===== src/arqrto_pkg.sv =====
package arqrto_pkg;

  localparam int unsigned RttW   = 24;
  localparam int unsigned RtoW   = 16;
  localparam int unsigned WinW   = 16;
  localparam int unsigned IvlW   = 13;
  localparam int unsigned IncrW  = 40;
  localparam int unsigned CfgIdxW  = 3;
  localparam int unsigned CfgDataW = 16;

  // Serial divider: quotient of mss*mss by the increment
  localparam int unsigned DivNumW = 2 * WinW;
  localparam int unsigned DivCntW = $clog2(DivNumW);

  localparam logic [RtoW-1:0]  RtoCeiling     = 16'd60000;
  localparam logic [RtoW-1:0]  RtoReset       = 16'd200;
  localparam logic [WinW-1:0]  ThreshFloor    = 16'd2;
  localparam logic [WinW-1:0]  ThreshReset    = 16'd2;
  localparam logic [WinW-1:0]  PeerReset      = 16'd32;
  localparam logic [RtoW-1:0]  MinRtoReset    = 16'd100;
  localparam logic [IvlW-1:0]  IntervalReset  = 13'd100;
  localparam logic [WinW-1:0]  MssReset       = 16'd1376;
  localparam logic [WinW-1:0]  MaxSndReset    = 16'd32;
  localparam logic [IncrW-1:0] IncrMax        = {IncrW{1'b1}};

  typedef enum logic [1:0] {
    OpRttSample = 2'd0,
    OpBatchEnd  = 2'd1,
    OpFlushEnd  = 2'd2,
    OpNone      = 2'd3
  } op_e;

  typedef enum logic [CfgIdxW-1:0] {
    CfgMinRto    = 3'd0,
    CfgInterval  = 3'd1,
    CfgMss       = 3'd2,
    CfgMaxSndWnd = 3'd3,
    CfgNoCwnd    = 3'd4,
    CfgFastCnt   = 3'd5
  } cfg_idx_e;

  typedef struct packed {
    logic busy;
    logic done;
  } div_stat_t;

endpackage


===== src/arqrto_div.sv =====
module arqrto_div (
  input  logic                           clk_i,
  input  logic                           rst_ni,
  input  logic                           start_i,
  input  logic [arqrto_pkg::DivNumW-1:0] dividend_i,
  input  logic [arqrto_pkg::IncrW-1:0]   divisor_i,
  output arqrto_pkg::div_stat_t          stat_o,
  output logic [arqrto_pkg::DivNumW-1:0] quotient_o
);
  import arqrto_pkg::*;

  logic               busy_q, busy_d;
  logic               done_q, done_d;
  logic [DivCntW-1:0] cnt_q, cnt_d;
  logic [DivNumW-1:0] rem_q, rem_d;
  logic [DivNumW-1:0] dvd_q, dvd_d;

  logic [DivNumW:0]   shifted;
  logic [DivNumW:0]   diff;
  logic               ge;

  // restoring division, one quotient bit per cycle; quotient shifts into dvd_q
  assign shifted = {rem_q, dvd_q[DivNumW-1]};
  assign ge      = IncrW'(shifted) >= divisor_i;
  assign diff    = shifted - divisor_i[DivNumW:0];

  always_comb begin
    busy_d = busy_q;
    done_d = 1'b0;
    cnt_d  = cnt_q;
    rem_d  = rem_q;
    dvd_d  = dvd_q;
    if (start_i) begin
      busy_d = 1'b1;
      cnt_d  = '0;
      rem_d  = '0;
      dvd_d  = dividend_i;
    end else if (busy_q) begin
      rem_d = ge ? diff[DivNumW-1:0] : shifted[DivNumW-1:0];
      dvd_d = {dvd_q[DivNumW-2:0], ge};
      cnt_d = cnt_q + 1'b1;
      if (cnt_q == DivCntW'(DivNumW - 1)) begin
        busy_d = 1'b0;
        done_d = 1'b1;
      end
    end
  end

  always_ff @(posedge clk_i or negedge rst_ni) begin
    if (!rst_ni) begin
      busy_q <= 1'b0;
      done_q <= 1'b0;
      cnt_q  <= '0;
    end else begin
      busy_q <= busy_d;
      done_q <= done_d;
      cnt_q  <= cnt_d;
    end
  end

  always_ff @(posedge clk_i) begin
    rem_q <= rem_d;
    dvd_q <= dvd_d;
  end

  assign stat_o.busy = busy_q;
  assign stat_o.done = done_q;
  assign quotient_o  = dvd_q;

endmodule


===== src/arq_rto_and_congestion_window_core.sv =====
// RTO estimator and congestion window controller of a reliable datagram transport.
// Input channel (in_valid_i/in_ready_o) carries one event per transaction:
// an RTT sample, the end of a received batch or the end of a flush. Every
// event produces exactly one result transaction on the output channel
// (out_valid_o/out_ready_i): a snapshot of RTO, smoothed RTT, congestion
// window, slow-start threshold and effective send window after the update.
// Steps from acceptance to out_valid_o: an unknown opcode goes straight to the
// result step, a batch end without growth or in slow start passes the window
// step, an RTT sample the averaging and RTO steps, a flush end the cut and set
// steps; congestion avoidance also waits for the serial radix-2 divider that
// forms mss*mss/increment. One event is worked at a time; in_ready_o is high
// only while the sequencer is idle. The result sits in an output register: if
// the receiver stalls, the sequencer holds in its final step until the register
// frees up. Configuration is a plain write port (cfg_we_i, cfg_idx_i, cfg_data_i),
// to be written only while idle; the block itself does not enforce this. Reset
// returns the configuration registers to their defaults and the state to RTO 200,
// threshold 2, peer window 32, smoothed RTT, deviation, cwnd and increment zero.
module arq_rto_and_congestion_window_core (
  input  logic                            clk_i,
  input  logic                            rst_ni,
  input  logic                            cfg_we_i,
  input  logic [arqrto_pkg::CfgIdxW-1:0]  cfg_idx_i,
  input  logic [arqrto_pkg::CfgDataW-1:0] cfg_data_i,
  input  logic                            in_valid_i,
  output logic                            in_ready_o,
  input  logic [1:0]                      opcode_i,
  input  logic [arqrto_pkg::RttW-1:0]     rtt_sample_i,
  input  logic [arqrto_pkg::WinW-1:0]     remote_window_i,
  input  logic                            una_advanced_i,
  input  logic                            had_fast_resend_i,
  input  logic                            had_timeout_i,
  input  logic [arqrto_pkg::WinW-1:0]     inflight_count_i,
  output logic                            out_valid_o,
  input  logic                            out_ready_i,
  output logic [arqrto_pkg::RtoW-1:0]     retransmit_timeout_o,
  output logic [arqrto_pkg::RttW-1:0]     smoothed_rtt_o,
  output logic [arqrto_pkg::WinW-1:0]     congestion_window_o,
  output logic [arqrto_pkg::WinW-1:0]     slow_start_threshold_o,
  output logic [arqrto_pkg::WinW-1:0]     send_window_o
);
  import arqrto_pkg::*;

  typedef enum logic [9:0] {
    S_IDLE    = 10'b00_0000_0001,
    S_RTT_AVG = 10'b00_0000_0010,
    S_RTT_RTO = 10'b00_0000_0100,
    S_WIN     = 10'b00_0000_1000,
    S_DIV     = 10'b00_0001_0000,
    S_GROW    = 10'b00_0010_0000,
    S_CHK     = 10'b00_0100_0000,
    S_FL_CUT  = 10'b00_1000_0000,
    S_FL_SET  = 10'b01_0000_0000,
    S_DONE    = 10'b10_0000_0000
  } state_e;

  state_e state_q, state_d;

  // configuration
  logic [RtoW-1:0] min_rto_q;
  logic [IvlW-1:0] interval_q;
  logic [WinW-1:0] mss_q;
  logic [WinW-1:0] max_snd_q;
  logic            no_cwnd_q;
  logic [WinW-1:0] fast_cnt_q;

  // transport state
  logic [RttW-1:0]  srtt_q, srtt_d;
  logic [RttW-1:0]  dev_q, dev_d;
  logic [RtoW-1:0]  rto_q, rto_d;
  logic [WinW-1:0]  cwnd_q, cwnd_d;
  logic [IncrW-1:0] incr_q, incr_d;
  logic [WinW-1:0]  ss_q, ss_d;
  logic [WinW-1:0]  peer_q, peer_d;
  logic [WinW-1:0]  eff_q, eff_d;

  // captured event
  logic [1:0]      op_q;
  logic [RttW-1:0] rtt_q;
  logic            adv_q;
  logic            fast_q;
  logic            tmo_q;
  logic [WinW-1:0] infl_q;

  // result register
  logic            out_valid_q, out_valid_d;
  logic [RtoW-1:0] res_rto_q;
  logic [RttW-1:0] res_srtt_q;
  logic [WinW-1:0] res_cwnd_q;
  logic [WinW-1:0] res_ss_q;
  logic [WinW-1:0] res_snd_q;
  logic            res_load;

  logic in_fire;
  logic fast_hit;

  // shared multiplier, one product per step
  logic [WinW:0]     mul_a;
  logic [2*WinW:0]   mul_p;
  logic [2*WinW:0]   chk_q, chk_d;

  logic               div_start;
  div_stat_t          div_stat;
  logic [DivNumW-1:0] div_quo;

  // RTT datapath
  logic [RttW-1:0]   rtt_delta;
  logic [RttW+1:0]   dev_sum;
  logic [RttW+2:0]   srtt_sum;
  logic [RttW-1:0]   srtt_avg;
  logic [RttW+1:0]   dev4;
  logic [IvlW-1:0]   dev_term;
  logic [RttW:0]     rto_sum;
  logic [RttW:0]     rto_lo;

  // window datapath
  logic [WinW-1:0]   snd_now;
  logic [IncrW:0]    incr_ss_sum;
  logic [IncrW-1:0]  quo_term;
  logic [IncrW+1:0]  incr_ca_sum;
  logic [WinW-1:0]   ss_fast;
  logic [WinW:0]     cwnd_fast;
  logic [WinW-1:0]   ss_tmo;

  assign in_ready_o = (state_q == S_IDLE);
  assign in_fire    = in_valid_i && in_ready_o;
  assign fast_hit   = fast_q && (fast_cnt_q != '0);
  assign res_load   = (state_q == S_DONE) && (!out_valid_q || out_ready_i);

  always_comb begin
    snd_now = (max_snd_q < peer_q) ? max_snd_q : peer_q;
    if (!no_cwnd_q && (cwnd_q < snd_now)) begin
      snd_now = cwnd_q;
    end
  end

  always_comb begin
    rtt_delta = (rtt_q >= srtt_q) ? (rtt_q - srtt_q) : (srtt_q - rtt_q);
    dev_sum   = {1'b0, dev_q, 1'b0} + (RttW+2)'(dev_q) + (RttW+2)'(rtt_delta);
    srtt_sum  = {srtt_q, 3'b000} - (RttW+3)'(srtt_q) + (RttW+3)'(rtt_q);
    srtt_avg  = srtt_sum[RttW+2:3];
    dev4      = {dev_q, 2'b00};
    dev_term  = (dev4 < (RttW+2)'(interval_q)) ? dev4[IvlW-1:0] : interval_q;
    rto_sum   = (RttW+1)'(srtt_q) + (RttW+1)'(dev_term);
    rto_lo    = (rto_sum < (RttW+1)'(min_rto_q)) ? (RttW+1)'(min_rto_q) : rto_sum;
  end

  always_comb begin
    incr_ss_sum = (IncrW+1)'(incr_q) + (IncrW+1)'(mss_q);
    // a zero divisor only occurs with a zero segment size: quotient term is 0
    quo_term    = (incr_q == '0) ? '0 : IncrW'(div_quo);
    incr_ca_sum = (IncrW+2)'(incr_q) + (IncrW+2)'(quo_term) + (IncrW+2)'(mss_q >> 4);
    ss_fast     = (infl_q[WinW-1:1] < ThreshFloor[WinW-2:0]) ? ThreshFloor
                                                              : {1'b0, infl_q[WinW-1:1]};
    cwnd_fast   = (WinW+1)'(ss_fast) + (WinW+1)'(fast_cnt_q);
    ss_tmo      = (eff_q[WinW-1:1] < ThreshFloor[WinW-2:0]) ? ThreshFloor
                                                             : {1'b0, eff_q[WinW-1:1]};
  end

  always_comb begin
    unique case (state_q)
      S_WIN:    mul_a = {1'b0, mss_q};
      S_GROW:   mul_a = {1'b0, cwnd_q} + 1'b1;
      default:  mul_a = {1'b0, cwnd_q};
    endcase
    mul_p = mul_a * mss_q;
  end

  always_comb begin
    state_d     = state_q;
    srtt_d      = srtt_q;
    dev_d       = dev_q;
    rto_d       = rto_q;
    cwnd_d      = cwnd_q;
    incr_d      = incr_q;
    ss_d        = ss_q;
    peer_d      = peer_q;
    eff_d       = eff_q;
    chk_d       = chk_q;
    div_start   = 1'b0;
    out_valid_d = out_valid_q;
    if (out_ready_i) begin
      out_valid_d = 1'b0;
    end

    unique case (state_q)
      S_IDLE: begin
        if (in_fire) begin
          case (op_e'(opcode_i))
            OpRttSample: state_d = S_RTT_AVG;
            OpBatchEnd: begin
              peer_d  = remote_window_i;
              state_d = S_WIN;
            end
            OpFlushEnd: state_d = S_FL_CUT;
            default:    state_d = S_DONE;
          endcase
        end
      end
      S_RTT_AVG: begin
        if (srtt_q == '0) begin
          srtt_d = rtt_q;
          dev_d  = rtt_q >> 1;
        end else begin
          dev_d  = dev_sum[RttW+1:2];
          srtt_d = (srtt_avg == '0) ? RttW'(1) : srtt_avg;
        end
        state_d = S_RTT_RTO;
      end
      S_RTT_RTO: begin
        rto_d   = (rto_lo > (RttW+1)'(RtoCeiling)) ? RtoCeiling : rto_lo[RtoW-1:0];
        state_d = S_DONE;
      end
      S_WIN: begin
        if (!adv_q || (cwnd_q >= peer_q)) begin
          state_d = S_DONE;
        end else if (cwnd_q < ss_q) begin
          // slow start
          cwnd_d  = cwnd_q + 1'b1;
          incr_d  = incr_ss_sum[IncrW] ? IncrMax : incr_ss_sum[IncrW-1:0];
          state_d = S_DONE;
        end else begin
          if (incr_q < IncrW'(mss_q)) begin
            incr_d = IncrW'(mss_q);
          end
          div_start = 1'b1;
          state_d   = S_DIV;
        end
      end
      S_DIV: begin
        if (div_stat.done) begin
          state_d = S_GROW;
        end
      end
      S_GROW: begin
        incr_d  = (incr_ca_sum[IncrW+1:IncrW] != 2'b00) ? IncrMax
                                                        : incr_ca_sum[IncrW-1:0];
        chk_d   = mul_p;
        state_d = S_CHK;
      end
      S_CHK: begin
        if (IncrW'(chk_q) <= incr_q) begin
          cwnd_d = cwnd_q + 1'b1;
        end
        state_d = S_DONE;
      end
      S_FL_CUT: begin
        eff_d = snd_now;
        if (fast_hit) begin
          ss_d   = ss_fast;
          cwnd_d = cwnd_fast[WinW] ? {WinW{1'b1}} : cwnd_fast[WinW-1:0];
        end
        state_d = S_FL_SET;
      end
      S_FL_SET: begin
        if (tmo_q) begin
          ss_d   = ss_tmo;
          cwnd_d = WinW'(1);
          incr_d = IncrW'(mss_q);
        end else if (cwnd_q == '0) begin
          cwnd_d = WinW'(1);
          incr_d = IncrW'(mss_q);
        end else if (fast_hit) begin
          incr_d = IncrW'(mul_p);
        end
        state_d = S_DONE;
      end
      S_DONE: begin
        if (res_load) begin
          out_valid_d = 1'b1;
          state_d     = S_IDLE;
        end
      end
      default: state_d = S_IDLE;
    endcase
  end

  arqrto_div u_div (
    .clk_i      (clk_i),
    .rst_ni     (rst_ni),
    .start_i    (div_start),
    .dividend_i (mul_p[DivNumW-1:0]),
    .divisor_i  (incr_q),
    .stat_o     (div_stat),
    .quotient_o (div_quo)
  );

  always_ff @(posedge clk_i or negedge rst_ni) begin
    if (!rst_ni) begin
      min_rto_q  <= MinRtoReset;
      interval_q <= IntervalReset;
      mss_q      <= MssReset;
      max_snd_q  <= MaxSndReset;
      no_cwnd_q  <= 1'b0;
      fast_cnt_q <= '0;
    end else if (cfg_we_i) begin
      unique case (cfg_idx_e'(cfg_idx_i))
        CfgMinRto:    min_rto_q  <= cfg_data_i;
        CfgInterval:  interval_q <= cfg_data_i[IvlW-1:0];
        CfgMss:       mss_q      <= cfg_data_i;
        CfgMaxSndWnd: max_snd_q  <= cfg_data_i;
        CfgNoCwnd:    no_cwnd_q  <= cfg_data_i[0];
        CfgFastCnt:   fast_cnt_q <= cfg_data_i;
        default: ;
      endcase
    end
  end

  always_ff @(posedge clk_i or negedge rst_ni) begin
    if (!rst_ni) begin
      state_q     <= S_IDLE;
      srtt_q      <= '0;
      dev_q       <= '0;
      rto_q       <= RtoReset;
      cwnd_q      <= '0;
      incr_q      <= '0;
      ss_q        <= ThreshReset;
      peer_q      <= PeerReset;
      out_valid_q <= 1'b0;
    end else begin
      state_q     <= state_d;
      srtt_q      <= srtt_d;
      dev_q       <= dev_d;
      rto_q       <= rto_d;
      cwnd_q      <= cwnd_d;
      incr_q      <= incr_d;
      ss_q        <= ss_d;
      peer_q      <= peer_d;
      out_valid_q <= out_valid_d;
    end
  end

  always_ff @(posedge clk_i) begin
    eff_q <= eff_d;
    chk_q <= chk_d;
    if (in_fire) begin
      op_q   <= opcode_i;
      rtt_q  <= rtt_sample_i;
      adv_q  <= una_advanced_i;
      fast_q <= had_fast_resend_i;
      tmo_q  <= had_timeout_i;
      infl_q <= inflight_count_i;
    end
    if (res_load) begin
      res_rto_q  <= rto_q;
      res_srtt_q <= srtt_q;
      res_cwnd_q <= cwnd_q;
      res_ss_q   <= ss_q;
      res_snd_q  <= snd_now;
    end
  end

  assign out_valid_o            = out_valid_q;
  assign retransmit_timeout_o   = res_rto_q;
  assign smoothed_rtt_o         = res_srtt_q;
  assign congestion_window_o    = res_cwnd_q;
  assign slow_start_threshold_o = res_ss_q;
  assign send_window_o          = res_snd_q;

  // one transaction at a time
  a_busy_after_accept: assert property (@(posedge clk_i) disable iff (!rst_ni)
    in_fire |=> !in_ready_o)
    else $error("accepted a transaction while busy");

  a_rto_ceiling: assert property (@(posedge clk_i) disable iff (!rst_ni)
    rto_q <= RtoCeiling)
    else $error("RTO above ceiling");

  a_flush_cwnd_nonzero: assert property (@(posedge clk_i) disable iff (!rst_ni)
    (state_q == S_DONE && op_q == OpFlushEnd) |-> (cwnd_q != '0))
    else $error("congestion window zero after flush");

  a_div_done_in_div: assert property (@(posedge clk_i) disable iff (!rst_ni)
    div_stat.done |-> (state_q == S_DIV))
    else $error("divider finished outside its step");

endmodule

===== config.mk =====
export PLATFORM = sky130hd
export DESIGN_NAME = arq_rto_and_congestion_window_core
export DESIGN_NICKNAME = d
export VERILOG_FILES = /design/src/arqrto_pkg.sv /design/src/arqrto_div.sv /design/src/arq_rto_and_congestion_window_core.sv
export SDC_FILE = /design/constraint.sdc
export NUM_CORES = 2
export LEC_CHECK = 0
export ABC_CLOCK_PERIOD_IN_PS = 8600
export BUFFER_PORTS_ARGS = -buffer_cell sky130_fd_sc_hd__buf_2
export CELL_PAD_IN_SITES_DETAIL_PLACEMENT = 1
export CELL_PAD_IN_SITES_GLOBAL_PLACEMENT = 2
export CORE_MARGIN = 2
export CORE_UTILIZATION = 37
export CTS_BUF_LIST = sky130_fd_sc_hd__clkbuf_4 sky130_fd_sc_hd__clkbuf_8
export DETAILED_ROUTE_END_ITERATION = 8
export GPL_TIMING_DRIVEN = 1
export PLACE_DENSITY_LB_ADDON = 0.1
export SYNTH_ARGS = -nofsm -noshare
export SYNTH_HDL_FRONTEND = slang
export SYNTH_HIERARCHICAL = 1
export SYNTH_SLANG_ARGS = --single-unit
export TNS_END_PERCENT = 10

===== constraint.sdc =====
create_clock -name clk_i -period 8.6 [get_ports clk_i]
set_clock_uncertainty 0.1 [all_clocks]
set_input_delay 2.58 -clock clk_i [delete_from_list [all_inputs] [get_ports clk_i]]
set_output_delay 2.58 -clock clk_i [all_outputs]
set_load 0.005 [all_outputs]

==> run summary <==
The run finished with clean final reports. The final HPWL from detailed placement came out at 135 mm. The worst stage delay on the critical path came out at 570 ps.

The post-placement cell area is 50100 um2. The total power density per cell area is 450 nW/um2. The number of buffers and inverters on the critical path is 6.

The post-place setup slack is 53.3 ps. Among cell families on the critical path, the largest total delay comes from adder cells. The number of DRC markers in iteration 0 is 2555. Input and output buffers added on the ports amount to 172. The clock input transition at the sequential cells of the worst setup and hold paths is 60 ps. Excluding fillers, the count of instances in the completed layout stands at 7190. The synthesis-to-layout area growth is 13.2%.

The final net count is 6302. The end-of-flow core utilization came out at 42.3%. TritonCTS created 98 clock buffers.

The maximum level of the CTS H-tree came out at 3. At the worst endpoint, the required time is 9020 ps. The ratio of routed vias to standard cells is 5.54. The final number of setup-violating endpoints came out at 0. The kind of end point of the critical path is a flip-flop. The maximum fanout count along the critical path came out at 6. The first global-routing pass estimated 263 mm of wire. The remaining antenna violation count is 0.

The post-synthesis average cell area came out at 8.92 um2. For this run, design rule violations remaining after detail routing come to 0. The post-synthesis instance total came out at 5202. The count of endpoints failing hold in the final timing report is 0. The clock period minus worst slack is 8240 ps. The leakage dissipation came out at 24.1 nW. The maximum clock insertion buffer count is 3. The total placed cells including tap cells is 6996. The first-pass iteration count of the detailed router is 5. The worst setup path is launched from a flip-flop. TritonCTS built the clock tree.

The cell area that synthesis handed to floorplanning was 46400 um2. The horizontal die dimension came out at 358 um. The via count of the first global-routing pass is 41900. The final critical-path setup slack is 356 ps. The routed design has 172 mm of wire. In the global route stage, overall resource usage came out at 27.0%. The count of boundary I/O pins came out at 175. CTS saw 488 sinks. The total number of vias came out at 39800. The tightest min-delay check is of the flip-flop to flip-flop type. At the pin with the least slew margin, the transition time is 1110 ps. The cell chosen for the clock root is sky130_fd_sc_hd__clkbuf_8.

The worst hold slack across all endpoints is 350 ps. The category of the critical setup timing path is flip-flop to flip-flop. Setup repair after global routing could not meet its margin everywhere. In the final routed layout, each cell accounts on average for 23.9 um. The pin count of the biggest net entering global routing is 108. Counting stages on the worst path, the most repeated cell is sky130_fd_sc_hd__fa_1. Once the floorplan was initialized, standard cells occupied 37.4% of the core. The full die area came out at 128000 um2.

The setup TNS after final layout came out at 0 ps. The number of placement rows is 129. Max-cap violations in this run came to 0. Based on the critical path, the design can be clocked at up to 121 MHz. The max-slew violation total from the final report is 0. The synthesis warning total came out at 6. The critical path data arrival time came out at 8670 ps. The maximum resistive drop on vdd is 0.339 mV.

The share of the clock period used by the worst path is 95.9%. The chip height is 358 um. Counting every net in the synthesized netlist gives 6041. Measured against its own limit, the worst slew margin works out to 25.9%. The hold buffer count at CTS came out at 0. For this design, the slowest cell found on the critical path is sky130_fd_sc_hd__fa_1.

The overall power consumption is 23.6 mW. The insertion delay of the later-clocked pin in the worst-skew pair is 850 ps. The congestion estimate from routability-driven global placement came to 0.892. The number of antenna violations at the first check in global routing came out at 6.

The final design area excluding fillers is 52500 um2. The total congestion overflow after global routing is 0. The placeable core region came out at 124000 um2. Of the cells placed in the final design, the portion with a size suffix greater than 1 is 13.7%.
## layer usage
metal	global-route usage, %	vias to the layer above	part of all wire, %
met3	3.60	243	4.6
li1	-	18700	-
met2	43.7	847	46
met1	37.9	20100	47
met4	6.73	0	2.5
met5	0	-	0
## cell usage in the layout, fill, tap and decap left out, types with 46 or more instances in the layout
cell	instances
sky130_fd_sc_hd__inv_1	645
sky130_fd_sc_hd__ha_1	481
sky130_fd_sc_hd__nand2_1	439
sky130_fd_sc_hd__a21oi_1	437
sky130_fd_sc_hd__nor2_1	370
sky130_fd_sc_hd__o21ai_0	285
sky130_fd_sc_hd__fa_1	270
sky130_fd_sc_hd__dfrtp_1	229
sky130_fd_sc_hd__edfxtp_1	209
sky130_fd_sc_hd__buf_4	202
sky130_fd_sc_hd__buf_2	171
sky130_fd_sc_hd__a21o_1	118
sky130_fd_sc_hd__clkbuf_8	113
sky130_fd_sc_hd__xnor2_1	111
sky130_fd_sc_hd__a211oi_1	80
sky130_fd_sc_hd__mux2_2	78
sky130_fd_sc_hd__mux2i_1	76
sky130_fd_sc_hd__nand3_1	73
sky130_fd_sc_hd__xor2_1	71
sky130_fd_sc_hd__nor3_1	69
sky130_fd_sc_hd__nand4_1	61
sky130_fd_sc_hd__nor2b_1	61
sky130_fd_sc_hd__a31oi_1	61
sky130_fd_sc_hd__o21a_1	58
sky130_fd_sc_hd__and2_1	54
sky130_fd_sc_hd__nor4_1	48
sky130_fd_sc_hd__nand2b_1	46
## path summary, 6_finish.rpt
path | end | slack [ps] | cells after the start | start
max in group asynchronous | u_div/busy_q | 5250 | 2 | rst_ni
min in group asynchronous | srtt_q[18] | 1630 | 1 | rst_ni
min reg2reg | retransmit_timeout_o[2] | 350 | 0 | rto_q[2]
max reg2reg | u_div/quotient_o[28] | 360 | 32 | cwnd_q[0]
max | u_div/quotient_o[28] | 360 | 32 | cwnd_q[0]
min | retransmit_timeout_o[2] | 350 | 0 | rto_q[2]
## state kept, by name, summed over array words and instances, names as in the netlist, 16 cells and up
signal,cells
chk_q,33
congestion_window_o,16
cwnd_q,16
dev_q,24
fast_cnt_q,16
incr_q,40
max_snd_q,16
min_rto_q,16
mss_q,16
peer_q,16
retransmit_timeout_o,16
rto_q,16
rtt_q,24
send_window_o,16
smoothed_rtt_o,24
srtt_q,24
u_div/quotient_o,32
u_div/rem_q,32
## repair_timing
item / in CTS / in global routing
setup endpoints to repair: 3 / 32
resized for setup: 1 / 46
pin swaps: 1 / 14
setup buffers: 0 / 4
hold endpoints to repair: 0 / 0
## cell type report
type | count | area (um2)
fillers | 14500 | 71600
inverters | 651 | 2450
diodes | 6 | 15.0
repair buffers | 380 | 2490
clock inverters | 34 | 353
clock buffers | 150 | 1830
well taps | 1637 | 2050
flip-flops and latches | 488 | 13100
multi-input cells | 3844 | 30200
## where the power goes
| part | internal [mW] | switching (mW) | total (mW) |
|---|---|---|---|
| logic | 6.68 | 10.3 | 17.0 |
| registers | 3.18 | 0.714 | 3.90 |
| clock network | 1.53 | 1.20 | 2.73 |
| total | 11.4 | 12.2 | 23.6 |
(Power assumes the default switching activity.)
